**src/hw/rtl/vcbr_pkg.sv**
```systemverilog
// Shared types and constants for the video capture buffer ring.
// Used by video_capture_buffer_ring and its testbench; depends on nothing.
package vcbr_pkg;

   localparam int NUM_SLOTS = 4;
   localparam int SLOT_W    = $clog2(NUM_SLOTS);
   localparam int ADDR_W    = 32;
   localparam int BASE_W    = 3 * ADDR_W;
   localparam int PITCH_W   = 16;
   localparam int STARTY_W  = 10;
   localparam int CSR_AW    = 4;
   localparam int CSR_DW    = 32;

   localparam logic                DONE_MASK    = 1'b1;
   localparam logic [STARTY_W-1:0] INVERT_BELOW = 10'd7;

   typedef enum logic [1:0] {
      OP_IRQ     = 2'd0,
      OP_RELEASE = 2'd1,
      OP_LOAD    = 2'd2,
      OP_START   = 2'd3
   } opcode_type;

   typedef enum logic [1:0] {
      REG_CAPTURE_FRAME = 2'd0,
      REG_START_Y       = 2'd1,
      REG_LUMA_PITCH    = 2'd2,
      REG_CHROMA_PITCH  = 2'd3
   } reg_index_type;

   localparam logic [1:0] ACK_NONE      = 2'd0;
   localparam logic [1:0] ACK_CAPTURE   = 2'd1;
   localparam logic [1:0] ACK_BANDWIDTH = 2'd2;

   typedef enum logic [1:0] {
      ST_IDLE = 2'b01,
      ST_WORK = 2'b10
   } state_type;

endpackage

```
**src/hw/rtl/vcbr_ram.sv**
```systemverilog
// Generic single-write, single-read synchronous RAM with registered read data.
// Standalone; no package dependency.
module vcbr_ram #(
   parameter int  WIDTH  = 8,
   parameter int  DEPTH  = 4,
   localparam int ADDR_W = (DEPTH > 1) ? $clog2(DEPTH) : 1
) (
   input  logic              clock,
   input  logic              wr_en,
   input  logic [ADDR_W-1:0] wr_addr,
   input  logic [WIDTH-1:0]  wr_data,
   input  logic              rd_en,
   input  logic [ADDR_W-1:0] rd_addr,
   output logic [WIDTH-1:0]  rd_data
);

   logic [WIDTH-1:0] mem_ff [DEPTH];
   logic [WIDTH-1:0] rd_data_ff;

   always_ff @(posedge clock) begin
      if (wr_en) begin
         mem_ff[wr_addr] <= wr_data;
      end
      if (rd_en) begin
         rd_data_ff <= mem_ff[rd_addr];
      end
   end

   assign rd_data = rd_data_ff;

endmodule

```
**src/hw/rtl/video_capture_buffer_ring.sv**
```systemverilog
// Top level of the video capture buffer ring: slot flags, ring pointer and CSRs.
// Depends on vcbr_pkg; slot bases live in a vcbr_ram instance.
//
//   port group   direction  handshake            contents
//   req_*        in         req_valid/req_stall  opcode, slot index, status, load bases
//   rsp_*        out        rsp_valid/rsp_stall  switch addresses, handed slot, ack kind
//   csr_*        in/out     APB psel/penable     capture_frame, start_y, pitches
//
// Each word is handled in two steps: the accept edge issues the base RAM read (or the
// load write), then the work state computes the result from the RAM read data.
// The next word is taken once the result is in the output register, so the
// block does not take a new word before it is through with the last one.
// Synchronous reset clears slot flags, ring pointer and the output valid; bases
// are unknown until loaded. A stalled result holds the block in its work state.
module video_capture_buffer_ring
   import vcbr_pkg::*;
(
   input  logic                clock,
   input  logic                reset,

   input  logic                req_valid,
   output logic                req_stall,
   input  logic [1:0]          req_opcode,
   input  logic [1:0]          req_buffer_index,
   input  logic                req_capture_done,
   input  logic                req_bandwidth_error,
   input  logic                req_odd_field,
   input  logic [ADDR_W-1:0]   req_load_y_base,
   input  logic [ADDR_W-1:0]   req_load_u_base,
   input  logic [ADDR_W-1:0]   req_load_v_base,
   input  logic                req_load_ready,

   output logic                rsp_valid,
   input  logic                rsp_stall,
   output logic                rsp_switch_buffer,
   output logic [ADDR_W-1:0]   rsp_new_y_addr,
   output logic [ADDR_W-1:0]   rsp_new_u_addr,
   output logic [ADDR_W-1:0]   rsp_new_v_addr,
   output logic                rsp_frame_ready,
   output logic [1:0]          rsp_handed_index,
   output logic [1:0]          rsp_ack_kind,

   input  logic                csr_psel,
   input  logic                csr_penable,
   input  logic                csr_pwrite,
   input  logic [CSR_AW-1:0]   csr_paddr,
   input  logic [CSR_DW-1:0]   csr_pwdata,
   output logic [CSR_DW-1:0]   csr_prdata,
   output logic                csr_pready
);

   // configuration registers
   logic                capture_frame_ff;
   logic [STARTY_W-1:0] start_y_ff;
   logic [PITCH_W-1:0]  luma_pitch_ff;
   logic [PITCH_W-1:0]  chroma_pitch_ff;
   logic                csr_write;
   reg_index_type       csr_index;

   // control state
   state_type           state_ff, state_in;
   logic [NUM_SLOTS-1:0] ready_ff, ready_in;
   logic [SLOT_W-1:0]   active_ff, active_in;
   logic                awaiting_ff, awaiting_in;

   // captured request word
   opcode_type          op_ff;
   logic [1:0]          idx_ff;
   logic                done_ff;
   logic                hbe_ff;
   logic                odd_ff;
   logic                load_ready_ff;

   // output register
   logic                rsp_valid_ff, rsp_valid_in;
   logic                switch_ff, switch_in;
   logic [ADDR_W-1:0]   y_addr_ff, y_addr_in;
   logic [ADDR_W-1:0]   u_addr_ff, u_addr_in;
   logic [ADDR_W-1:0]   v_addr_ff, v_addr_in;
   logic                frame_ready_ff, frame_ready_in;
   logic [1:0]          handed_ff, handed_in;
   logic [1:0]          ack_ff, ack_in;

   logic                req_accept;
   logic                out_free;
   logic                finish;
   logic [SLOT_W-1:0]   next_slot;
   logic                req_in_range;
   logic                held_in_range;
   logic [SLOT_W-1:0]   rd_slot;
   logic [BASE_W-1:0]   ram_rd_data;
   logic [ADDR_W-1:0]   rd_y, rd_u, rd_v;
   logic                odd_eff;

   // ---------------------------------------------------------------- CSRs
   assign csr_pready = 1'b1;
   assign csr_write  = csr_psel & csr_penable & csr_pwrite & csr_pready;
   assign csr_index  = reg_index_type'(csr_paddr[3:2]);

   always_ff @(posedge clock) begin
      if (reset) begin
         capture_frame_ff <= 1'b1;
         start_y_ff       <= 10'd23;
         luma_pitch_ff    <= '0;
         chroma_pitch_ff  <= '0;
      end else if (csr_write) begin
         case (csr_index)
            REG_CAPTURE_FRAME: capture_frame_ff <= csr_pwdata[0];
            REG_START_Y:       start_y_ff       <= csr_pwdata[STARTY_W-1:0];
            REG_LUMA_PITCH:    luma_pitch_ff    <= csr_pwdata[PITCH_W-1:0];
            REG_CHROMA_PITCH:  chroma_pitch_ff  <= csr_pwdata[PITCH_W-1:0];
            default: ;
         endcase
      end
   end

   always_comb begin
      case (csr_index)
         REG_CAPTURE_FRAME: csr_prdata = {31'd0, capture_frame_ff};
         REG_START_Y:       csr_prdata = {22'd0, start_y_ff};
         REG_LUMA_PITCH:    csr_prdata = {16'd0, luma_pitch_ff};
         REG_CHROMA_PITCH:  csr_prdata = {16'd0, chroma_pitch_ff};
         default:           csr_prdata = '0;
      endcase
   end

   // ---------------------------------------------------------------- accept
   assign req_stall  = (state_ff != ST_IDLE);
   assign req_accept = req_valid & ~req_stall;

   assign req_in_range  = ({30'd0, req_buffer_index} < 32'(NUM_SLOTS));
   assign held_in_range = ({30'd0, idx_ff} < 32'(NUM_SLOTS));

   assign next_slot = (active_ff == SLOT_W'(NUM_SLOTS - 1)) ? '0
                                                            : active_ff + SLOT_W'(1);

   // frame mode waiting for its first field reads the current slot, else the next
   assign rd_slot = (capture_frame_ff & awaiting_ff) ? active_ff : next_slot;

   vcbr_ram #(
      .WIDTH (BASE_W),
      .DEPTH (NUM_SLOTS)
   ) u_base_ram (
      .clock   (clock),
      .wr_en   (req_accept & (req_opcode == OP_LOAD) & req_in_range),
      .wr_addr (SLOT_W'(req_buffer_index)),
      .wr_data ({req_load_y_base, req_load_u_base, req_load_v_base}),
      .rd_en   (req_accept),
      .rd_addr (rd_slot),
      .rd_data (ram_rd_data)
   );

   assign rd_y = ram_rd_data[3*ADDR_W-1:2*ADDR_W];
   assign rd_u = ram_rd_data[2*ADDR_W-1:ADDR_W];
   assign rd_v = ram_rd_data[ADDR_W-1:0];

   always_ff @(posedge clock) begin
      if (req_accept) begin
         op_ff         <= opcode_type'(req_opcode);
         idx_ff        <= req_buffer_index;
         done_ff       <= req_capture_done;
         hbe_ff        <= req_bandwidth_error;
         odd_ff        <= req_odd_field;
         load_ready_ff <= req_load_ready;
      end
   end

   // ---------------------------------------------------------------- update
   assign out_free = ~rsp_valid_ff | ~rsp_stall;
   assign finish   = (state_ff == ST_WORK) & out_free;
   assign odd_eff  = odd_ff ^ (start_y_ff < INVERT_BELOW);

   always_comb begin
      state_in       = state_ff;
      ready_in       = ready_ff;
      active_in      = active_ff;
      awaiting_in    = awaiting_ff;
      switch_in      = 1'b0;
      y_addr_in      = '0;
      u_addr_in      = '0;
      v_addr_in      = '0;
      frame_ready_in = 1'b0;
      handed_in      = '0;
      ack_in         = ACK_NONE;

      case (state_ff)
         ST_IDLE: begin
            if (req_accept) begin
               state_in = ST_WORK;
            end
         end
         ST_WORK: begin
            if (out_free) begin
               state_in = ST_IDLE;
               case (op_ff)
                  OP_RELEASE: begin
                     if (held_in_range) begin
                        ready_in[SLOT_W'(idx_ff)] = 1'b1;
                     end
                  end
                  OP_LOAD: begin
                     if (held_in_range) begin
                        ready_in[SLOT_W'(idx_ff)] = load_ready_ff;
                     end
                  end
                  OP_START: begin
                     active_in   = '0;
                     awaiting_in = 1'b1;
                  end
                  OP_IRQ: begin
                     if ((done_ff & DONE_MASK) == 1'b0) begin
                        ack_in = ACK_NONE;
                     end else if (hbe_ff) begin
                        ack_in = ACK_BANDWIDTH;
                     end else begin
                        ack_in = ACK_CAPTURE;
                        if (capture_frame_ff & awaiting_ff) begin
                           // move to the second-field addresses of the current slot
                           if (odd_eff) begin
                              awaiting_in = 1'b0;
                              switch_in   = 1'b1;
                              y_addr_in   = rd_y + {16'd0, luma_pitch_ff};
                              u_addr_in   = rd_u + {16'd0, chroma_pitch_ff};
                              v_addr_in   = rd_v + {16'd0, chroma_pitch_ff};
                           end
                        end else if ((odd_eff | capture_frame_ff) && ready_ff[next_slot]) begin
                           // advance the ring and hand the filled slot over
                           switch_in           = 1'b1;
                           y_addr_in           = rd_y;
                           u_addr_in           = rd_u;
                           v_addr_in           = rd_v;
                           ready_in[active_ff] = 1'b0;
                           frame_ready_in      = 1'b1;
                           handed_in           = 2'(active_ff);
                           active_in           = next_slot;
                           if (capture_frame_ff) begin
                              awaiting_in = 1'b1;
                           end
                        end
                     end
                  end
                  default: ;
               endcase
            end
         end
         default: state_in = ST_IDLE;
      endcase
   end

   assign rsp_valid_in = finish | (rsp_valid_ff & rsp_stall);

   always_ff @(posedge clock) begin
      if (reset) begin
         state_ff     <= ST_IDLE;
         ready_ff     <= '0;
         active_ff    <= '0;
         awaiting_ff  <= 1'b1;
         rsp_valid_ff <= 1'b0;
      end else begin
         state_ff     <= state_in;
         ready_ff     <= ready_in;
         active_ff    <= active_in;
         awaiting_ff  <= awaiting_in;
         rsp_valid_ff <= rsp_valid_in;
      end
   end

   always_ff @(posedge clock) begin
      if (finish) begin
         switch_ff      <= switch_in;
         y_addr_ff      <= y_addr_in;
         u_addr_ff      <= u_addr_in;
         v_addr_ff      <= v_addr_in;
         frame_ready_ff <= frame_ready_in;
         handed_ff      <= handed_in;
         ack_ff         <= ack_in;
      end
   end

   assign rsp_valid         = rsp_valid_ff;
   assign rsp_switch_buffer = switch_ff;
   assign rsp_new_y_addr    = y_addr_ff;
   assign rsp_new_u_addr    = u_addr_ff;
   assign rsp_new_v_addr    = v_addr_ff;
   assign rsp_frame_ready   = frame_ready_ff;
   assign rsp_handed_index  = handed_ff;
   assign rsp_ack_kind      = ack_ff;

endmodule

```
**config.mk**
```make
export PLATFORM = sky130hd
export DESIGN_NAME = video_capture_buffer_ring
export DESIGN_NICKNAME = d
export VERILOG_FILES = /design/src/hw/rtl/vcbr_pkg.sv /design/src/hw/rtl/vcbr_ram.sv /design/src/hw/rtl/video_capture_buffer_ring.sv
export SDC_FILE = /design/constraint.sdc
export NUM_CORES = 1
export LEC_CHECK = 0
export BUFFER_PORTS_ARGS = -buffer_cell sky130_fd_sc_hd__clkbuf_2
export CAP_MARGIN = 30
export CELL_PAD_IN_SITES_DETAIL_PLACEMENT = 1
export CELL_PAD_IN_SITES_GLOBAL_PLACEMENT = 2
export CORE_MARGIN = 1
export CORE_UTILIZATION = 40
export DETAILED_ROUTE_END_ITERATION = 8
export GPL_ROUTABILITY_DRIVEN = 0
export PLACE_DENSITY = 0.82
export SLEW_MARGIN = 15
export SYNTH_ARGS = -nofsm -noshare
export SYNTH_HDL_FRONTEND = slang
export SYNTH_SLANG_ARGS = --single-unit
```
**constraint.sdc**
```tcl
create_clock -name clock -period 12.35 [get_ports clock]
set_input_delay 0.6175 -clock clock [delete_from_list [all_inputs] [get_ports clock]]
set_output_delay 0.6175 -clock clock [all_outputs]
set_load 0.05 [all_outputs]
```
==> results.ini, run 1 <==
[outcome]
status = completed

[sta]
hold_violations = 0
drv_slew = 0
fin_crit_sh_pct = 31.3
setup_viol = 0
tightest_slew_ns = 1.21
rsz0062_at_grt = false
slew_headroom_pct = 19.1
finClkSkew_ns = 0.0300
setup_ws_ns = 8.48
period_minus_slack_ns = 3.87
fmax_ghz = 0.259
fin_setup_tns_ns = 0

[cts]
insertion_delay_ns = 0.63
hold_buffers = 0
ctsRootBufferMaster = clkbuf_16
numCtsBuffers = 71
cts_tree = done
htree_num_levels = 3
cts_sinks = 643
cts_setup_buffers = 0
post_cts_resize_count = 0
clkSlewWorstSetupHoldPaths_ns = 0.06
clockBufferDepth = 3

[placement]
dp_slack_ns = 8.22
dp.cells = 3182
port_buffers = 248
hpwl_um = 48600

[yosys]
synthCells = 2153
ys_types = 75
avgSynthCellArea_um2 = 12.8
synthTopCellsByArea = edfxtp_1, nand2_1, dfxtp_1
synth_seq_cells = 643
ys_warn_count = 0
syn_area_um2 = 27500
yosysTopAreaCellShare_pct = 64.4
synth_edf_count = 590
synthTopCellsByCount = edfxtp_1, nand2_1, a31oi_1
ys_async_sr_fraction_pct = 0
yosysSeqAreaShare_pct = 68.2
synthFlopType = edfxtp_1
synth_top_area_cell = edfxtp_1
synth.most_common_cell = edfxtp_1

[finish]
nets = 2586
fillCellCount = 6939
final_cells = 3322
register_area_um2 = 18800
syn2layout_area_growth_pct = 16.5
drive_gt1_share_pct = 16.8
multi_input_area_um2 = 8160

[global_route]
grt_max_degree = 193
grtUsageTotal_pct = 21.6
overflow = 0
antenna_found_initial = 17
grt_pass1_wl_um = 115000
first_global_vias = 19000

[detailed_routing]
drt_iter0_markers = 1376
post_drt_wl_per_cell_um = 23.0
detail-route-antenna-nets = 0
num_vias = 18600
drc_errors = 0
vias_per_cell = 5.59
dr.pass1.iters = 5
totalWireLength_um = 76300

[floorplanning]
die-area_um2 = 69900
core_um2 = 67600
die_y_um = 264
row_count = 95
initial_core_util_pct = 40.7
ioPinCount = 284
die_w_um = 264

[critical_path]
ff2ff_setup_slack_ns = 8.48
cp-startpoint = active_ff[0]$_SDFFE_PP0P_
start_kind = flip-flop
slowest_delay_ns = 0.57
critPathRequiredTime_ns = 12.71
end_kind = flip-flop
cp_max_fo = 45
crit_family = buffers and inverters
critical_path_arrival_ns = 4.23
slowest_stage = mux4_2
path_buf_inv = 3
critPathKind = reg -> reg
rr_startpoint = active_ff[0]$_SDFFE_PP0P_
path_cells = ha_1 > nor2_1 > mux4_2 > o311ai_1 > or2_1 > buf_4 > inv_2 > buf_4 > o21ai_0 > o21ai_0

[worst_hold_path]
hold_start = req_odd_field
hp-class = in -> reg

[pwr]
power_uw = 4740
power_density_nw_per_um2 = 148
p_leak_uw = 0.0116
ir_drop_uv = 87.4

[job]
drv_cap = 0

==> routing by layer <==
metal / share of wire, % / routed length [µm] / track usage [%] / vias up
met1: 42 / 32200 / 27.6 / 9441
met4: 2.4 / 1830 / 7.87 / 14
met2: 50 / 38100 / 36.6 / 441
li1: - / - / - / 8558
met5: 0.12 / 95 / 0 / -
met3: 5.3 / 4050 / 4.26 / 117
==> cells in the final DEF, fill, tap and decap left out, drive strengths merged, types with 7 or more instances in the layout <==
| master | n |
|---|---|
| or4 | 9 |
| nand4 | 12 |
| bufinv | 7 |
| nor3 | 13 |
| ha | 52 |
| o21a | 8 |
| o31ai | 17 |
| a211oi | 106 |
| a21o | 21 |
| xnor2 | 14 |
| diode | 10 |
| nand2b | 18 |
| and3 | 19 |
| edfxtp | 590 |
| and2 | 101 |
| nand3 | 36 |
| nor2b | 12 |
| mux2i | 9 |
| xor2 | 19 |
| o211ai | 18 |
| dfxtp | 53 |
| o21ai | 101 |
| buf | 24 |
| clkbuf | 333 |
| a21oi | 100 |
| nand2 | 391 |
| clkinv | 24 |
| inv | 41 |
| a31oi | 110 |
| conb | 17 |
| nor2 | 53 |
| mux2 | 8 |
| a22o | 14 |
==> flip-flops by register name (all words and copies together), names as in the netlist, 2 cells and up <==
signal / flops
u_base_ram.mem_ff: 384
u_base_ram.rd_data: 96
rsp_new_u_addr: 32
rsp_new_v_addr: 32
rsp_new_y_addr: 32
chroma_pitch_ff: 16
luma_pitch_ff: 16
start_y_ff: 10
ready_ff: 4
active_ff: 2
idx_ff: 2
op_ff: 2
rsp_ack_kind: 2
rsp_handed_index: 2
state_ff: 2
==> worst paths after layout <==
path                                                    endpoint  cells after the start
worst max register to register  rsp_new_v_addr[23]$_SDFFCE_PP0P_                     10
worst max-delay path            rsp_new_v_addr[23]$_SDFFCE_PP0P_                     10
worst min register to register        start_y_ff[9]$_SDFFE_PP0P_                      2
worst min-delay path                            odd_ff$_DFFE_PP_                      1
==> final cells by class <==
cell class                 instances  area share, %
sequential                       643           58.6
tap                              873           3.41
clock buffer                      85           5.77
timing repair buffer             272           4.90
clock inverter                    43           1.41
multi-input combinational       1362           25.5
inverter                          34          0.406
antenna                           10         0.0781
==> metrics by stage <==
stage	utilization, %	hold WS (ns)	instance area [µm²]
floorplan	-	0.449	27600
CTS	47.3	0.153	32000
detailed placement	43.9	0.484	29700
finish	47.4	0.182	32100
global placement	43.7	0.462	29600
global route	47.4	0.167	32100
==> kinds of logic (layout without fill, tap and decap cells) <==
logic type | count (synthesis) | count (layout) | share of synthesized area (%)
AND/OR/NAND/NOR | 698 | 698 | 11.8
XOR/XNOR | 33 | 33 | 1.05
multiplexers | 19 | 19 | 0.818
other | 2 | 27 | 0.0273
AO/OA/AOI/OAI | 540 | 540 | 12.9
flip-flops | 643 | 643 | 68.2
adder cells (fa/ha/maj) | 55 | 55 | 2.58
buffers and inverters | 163 | 434 | 2.60
==> report_power, final <==
group,leakage [µW],switching [µW],internal (µW)
Combinational,0.00450,131,56.0
Sequential,0.00599,25.2,2410
Clock,0.00112,886,1230
No activity file was read; power rests on OpenSTA's default activity.
==> inputs of run 2 (changes only) <==
--- a/config.mk
+++ b/config.mk
@@ -5,15 +5,16 @@
 export SDC_FILE = /design/constraint.sdc
 export NUM_CORES = 1
 export LEC_CHECK = 0
+export ABC_AREA = 1
 export BUFFER_PORTS_ARGS = -buffer_cell sky130_fd_sc_hd__clkbuf_2
 export CAP_MARGIN = 30
 export CELL_PAD_IN_SITES_DETAIL_PLACEMENT = 1
 export CELL_PAD_IN_SITES_GLOBAL_PLACEMENT = 2
 export CORE_MARGIN = 1
-export CORE_UTILIZATION = 40
+export CORE_UTILIZATION = 35
 export DETAILED_ROUTE_END_ITERATION = 8
 export GPL_ROUTABILITY_DRIVEN = 0
-export PLACE_DENSITY = 0.82
+export PLACE_DENSITY = 0.8
 export SLEW_MARGIN = 15
 export SYNTH_ARGS = -nofsm -noshare
 export SYNTH_HDL_FRONTEND = slang
==> constraint.sdc (replaced) <==
create_clock -name clock -period 3.34 [get_ports clock]
set_input_delay 0.167 -clock clock [delete_from_list [all_inputs] [get_ports clock]]
set_output_delay 0.167 -clock clock [all_outputs]
set_load 0.05 [all_outputs]
==> run 2 against run 1 <==
  * Wire length grew 21%
  * Global-route usage grew 0.42 points
  * Clock-buffer cell count grew 5
  * Register-to-register slack lost 7.9 ns
  * Sequential share of layout area shrank 5.1 points
  * Clock power grew to 3.8 times the previous value
  * Critical path type unchanged
  * Highest routed layer is now met4
==> results.ini, run 2 <==
[sta]
fmax_ghz = 0.358  ; +38%
drv_slew = 0  ; unchanged
rsz0062_at_grt = false
fin_crit_sh_pct = 83.7  ; +52 points
setup_ws_ns = 0.545  ; -7.94 ns
holdWs_ns = 0.0818  ; -0.0997 ns
hold_violations = 0  ; unchanged
tightest_slew_ns = 0.980  ; -0.235 ns
finClkSkew_ns = 0.0226  ; -0.00741 ns
setup_viol = 0  ; unchanged
fin_setup_tns_ns = 0  ; unchanged
slew_headroom_pct = 34.7  ; +16 points
period_minus_slack_ns = 2.80  ; -1.07 ns

[global_route]
grt_max_degree = 65  ; -66%
overflow = 0  ; unchanged
first_global_vias = 22800  ; +20%
antenna_found_initial = 2  ; -15
grt_pass1_wl_um = 137000  ; +19%
grtUsageTotal_pct = 22.1  ; +0.42 points

[floorplanning]
die-area_um2 = 82600  ; +18%
core_um2 = 80500  ; +19%
ioPinCount = 284  ; unchanged
die_w_um = 287  ; +8.8%
initial_core_util_pct = 35.4  ; -5.3 points
row_count = 104  ; +9.5%
die_y_um = 287  ; +8.8%

[cts]
numCtsBuffers = 73  ; +2.8%
cts_sinks = 643  ; unchanged
clkSlewWorstSetupHoldPaths_ns = 0.06  ; about the same
clockBufferDepth = 3  ; unchanged
insertion_delay_ns = 0.62  ; about the same
ctsRootBufferMaster = clkbuf_16
cts_tree = done
htree_num_levels = 3  ; unchanged
cts_setup_buffers = 0  ; unchanged
post_cts_resize_count = 0  ; unchanged

[yosys]
synthFlopType = edfxtp_1
ys_async_sr_fraction_pct = 0  ; unchanged
syn_area_um2 = 28500  ; +3.6%
ys_warn_count = 0  ; unchanged
avgSynthCellArea_um2 = 10.6  ; -17%
synth_edf_count = 590  ; unchanged
synthCells = 2683  ; +25%
synthTopCellsByCount = nand2_1, edfxtp_1, a21oi_1
synthTopCellsByArea = edfxtp_1, nand2_1, dfxtp_1
synth.most_common_cell = nand2_1
yosysTopAreaCellShare_pct = 62.1  ; -2.2 points
ys_types = 45  ; -40%
yosysSeqAreaShare_pct = 65.8  ; -2.4 points
synth_top_area_cell = edfxtp_1
synth_seq_cells = 643  ; unchanged

[placement]
dp_slack_ns = 0.533  ; -7.68 ns
port_buffers = 248  ; unchanged
hpwl_um = 65600  ; +35%
dp.cells = 3949  ; +24%

[worst_hold_path]
hp-class = in -> reg

[critical_path]
critPathKind = reg -> reg
crit_top_cell = nand2_1
start_kind = flip-flop
crit_family = simple AND/OR/NAND/NOR gates
slowest_delay_ns = 0.43  ; -0.14 ns
path_buf_inv = 3  ; unchanged
critPathRequiredTime_ns = 3.84  ; -8.87 ns
slowest_stage = dfxtp_1
critical_path_arrival_ns = 3.29  ; -0.94 ns
end_kind = flip-flop
path_cells = inv_1 > ha_1 > inv_1 > nand3_1 > nand2_1 > nor2_1 > nand2_1 > buf_4 > a21boi_0 > o21ai_0 > nand2_1 > nor2_1
cp_max_fo = 8  ; -82%

[detailed_routing]
dr.pass1.iters = 5  ; unchanged
detail-route-antenna-nets = 0  ; unchanged
totalWireLength_um = 92100  ; +21%
drc_errors = 0  ; unchanged
drt_iter0_markers = 1467  ; +6.6%
num_vias = 21700  ; +17%
vias_per_cell = 5.17  ; -7.5%
post_drt_wl_per_cell_um = 21.9  ; -4.7%

[finish]
fillCellCount = 8797  ; +27%
nets = 3291  ; +27%
layout_commonest_cell = nand2_1
top_register = u_base_ram.mem_ff
syn2layout_area_growth_pct = 23.1
final_cell_mix = nand2_1, edfxtp_1, clkbuf_2, a21oi_1, inv_1
largest_reg_flops = 384  ; unchanged
drive_gt1_share_pct = 14.4  ; -2.4 points
final_cells = 4208  ; +27%

[pwr]
ir_drop_uv = 311  ; +260%
power_uw = 18200  ; +280%
p_leak_uw = 0.0139  ; +20%
power_density_nw_per_um2 = 519  ; +250%

[outcome]
status = completed

[job]
drv_cap = 0  ; unchanged

[run 2: worst min-delay path, delay by kind of cell]
family / cells / cell delay [ns]
and+or+nand+nor: 1 / 0.09
buffers and inverters: 1 / 0.14
AOI/OAI and AO/OA: 2 / 0.28
[run 2: worst paths after layout]
| check | cells past startpoint | end | slack (ns) | from |
|---|---|---|---|---|
| max | 12 | active_ff[0]$_SDFFE_PP0P_ | 0.54 | active_ff[0]$_SDFFE_PP0P_ |
| min | 4 | capture_frame_ff$_SDFFE_PP1P_ | 0.08 | csr_paddr[3] |
| max reg2reg | 12 | active_ff[0]$_SDFFE_PP0P_ | 0.54 | active_ff[0]$_SDFFE_PP0P_ |
| min reg2reg | 2 | start_y_ff[0]$_SDFFE_PP1P_ | 0.49 | start_y_ff[0]$_SDFFE_PP1P_ |
[run 2: cell type report]
class	count	area, µm²	share of cell area, %
Sequential cell	643	18800	53.5
Inverter	200	762	2.17
Clock buffer	90	1970	5.62
Multi-Input combinational cell	1743	8640	24.6
Tap cell	1060	1330	3.78
Clock inverter	42	412	1.17
Antenna cell	2	5.00	0.0143
Timing Repair Buffer	428	3220	9.16
[run 2: through the flow]
step | instance area (µm²) | utilization, %
5_1_grt | 35100 | 43.6
6_report | 35100 | 43.6
2_1_floorplan | 28800 | -
3_3_place_gp | 31400 | 39.0
4_1_cts | 35100 | 43.6
3_5_place_dp | 31500 | 39.1
[run 2: power by group]
group,switching (µW),leakage (µW),total [µW],internal [µW]
Combinational,763,0.00671,1130,370
Clock,3280,0.00117,8030,4760
Sequential,129,0.00605,9070,8940
Total,4170,0.0139,18200,14100
[run 2: what timing repair did]
action / 4_1_cts / 5_1_grt
hold buffers: 125 / 0
setup endpoints to repair: 0 / 0
hold endpoints to repair: 439 / 0
[run 2: logic make-up after synthesis]
group | Yosys count | share of synthesized area (%)
and+or+nand+nor | 1177 | 16.6
DFF | 643 | 65.8
AOI/OAI and AO/OA | 477 | 10.0
buffers and inverters | 312 | 4.47
adders and majority gates | 55 | 2.49
xor gates and xnor gates | 17 | 0.522
other | 2 | 0.0263
[run 2: layer usage]
metal,wire length [µm],GRT usage (%),vias up
li1,-,-,10200
met1,39600,28.3,10900
met2,44800,37.4,533
met3,4700,3.34,134
met4,3030,8.54,0
met5,0,0,-
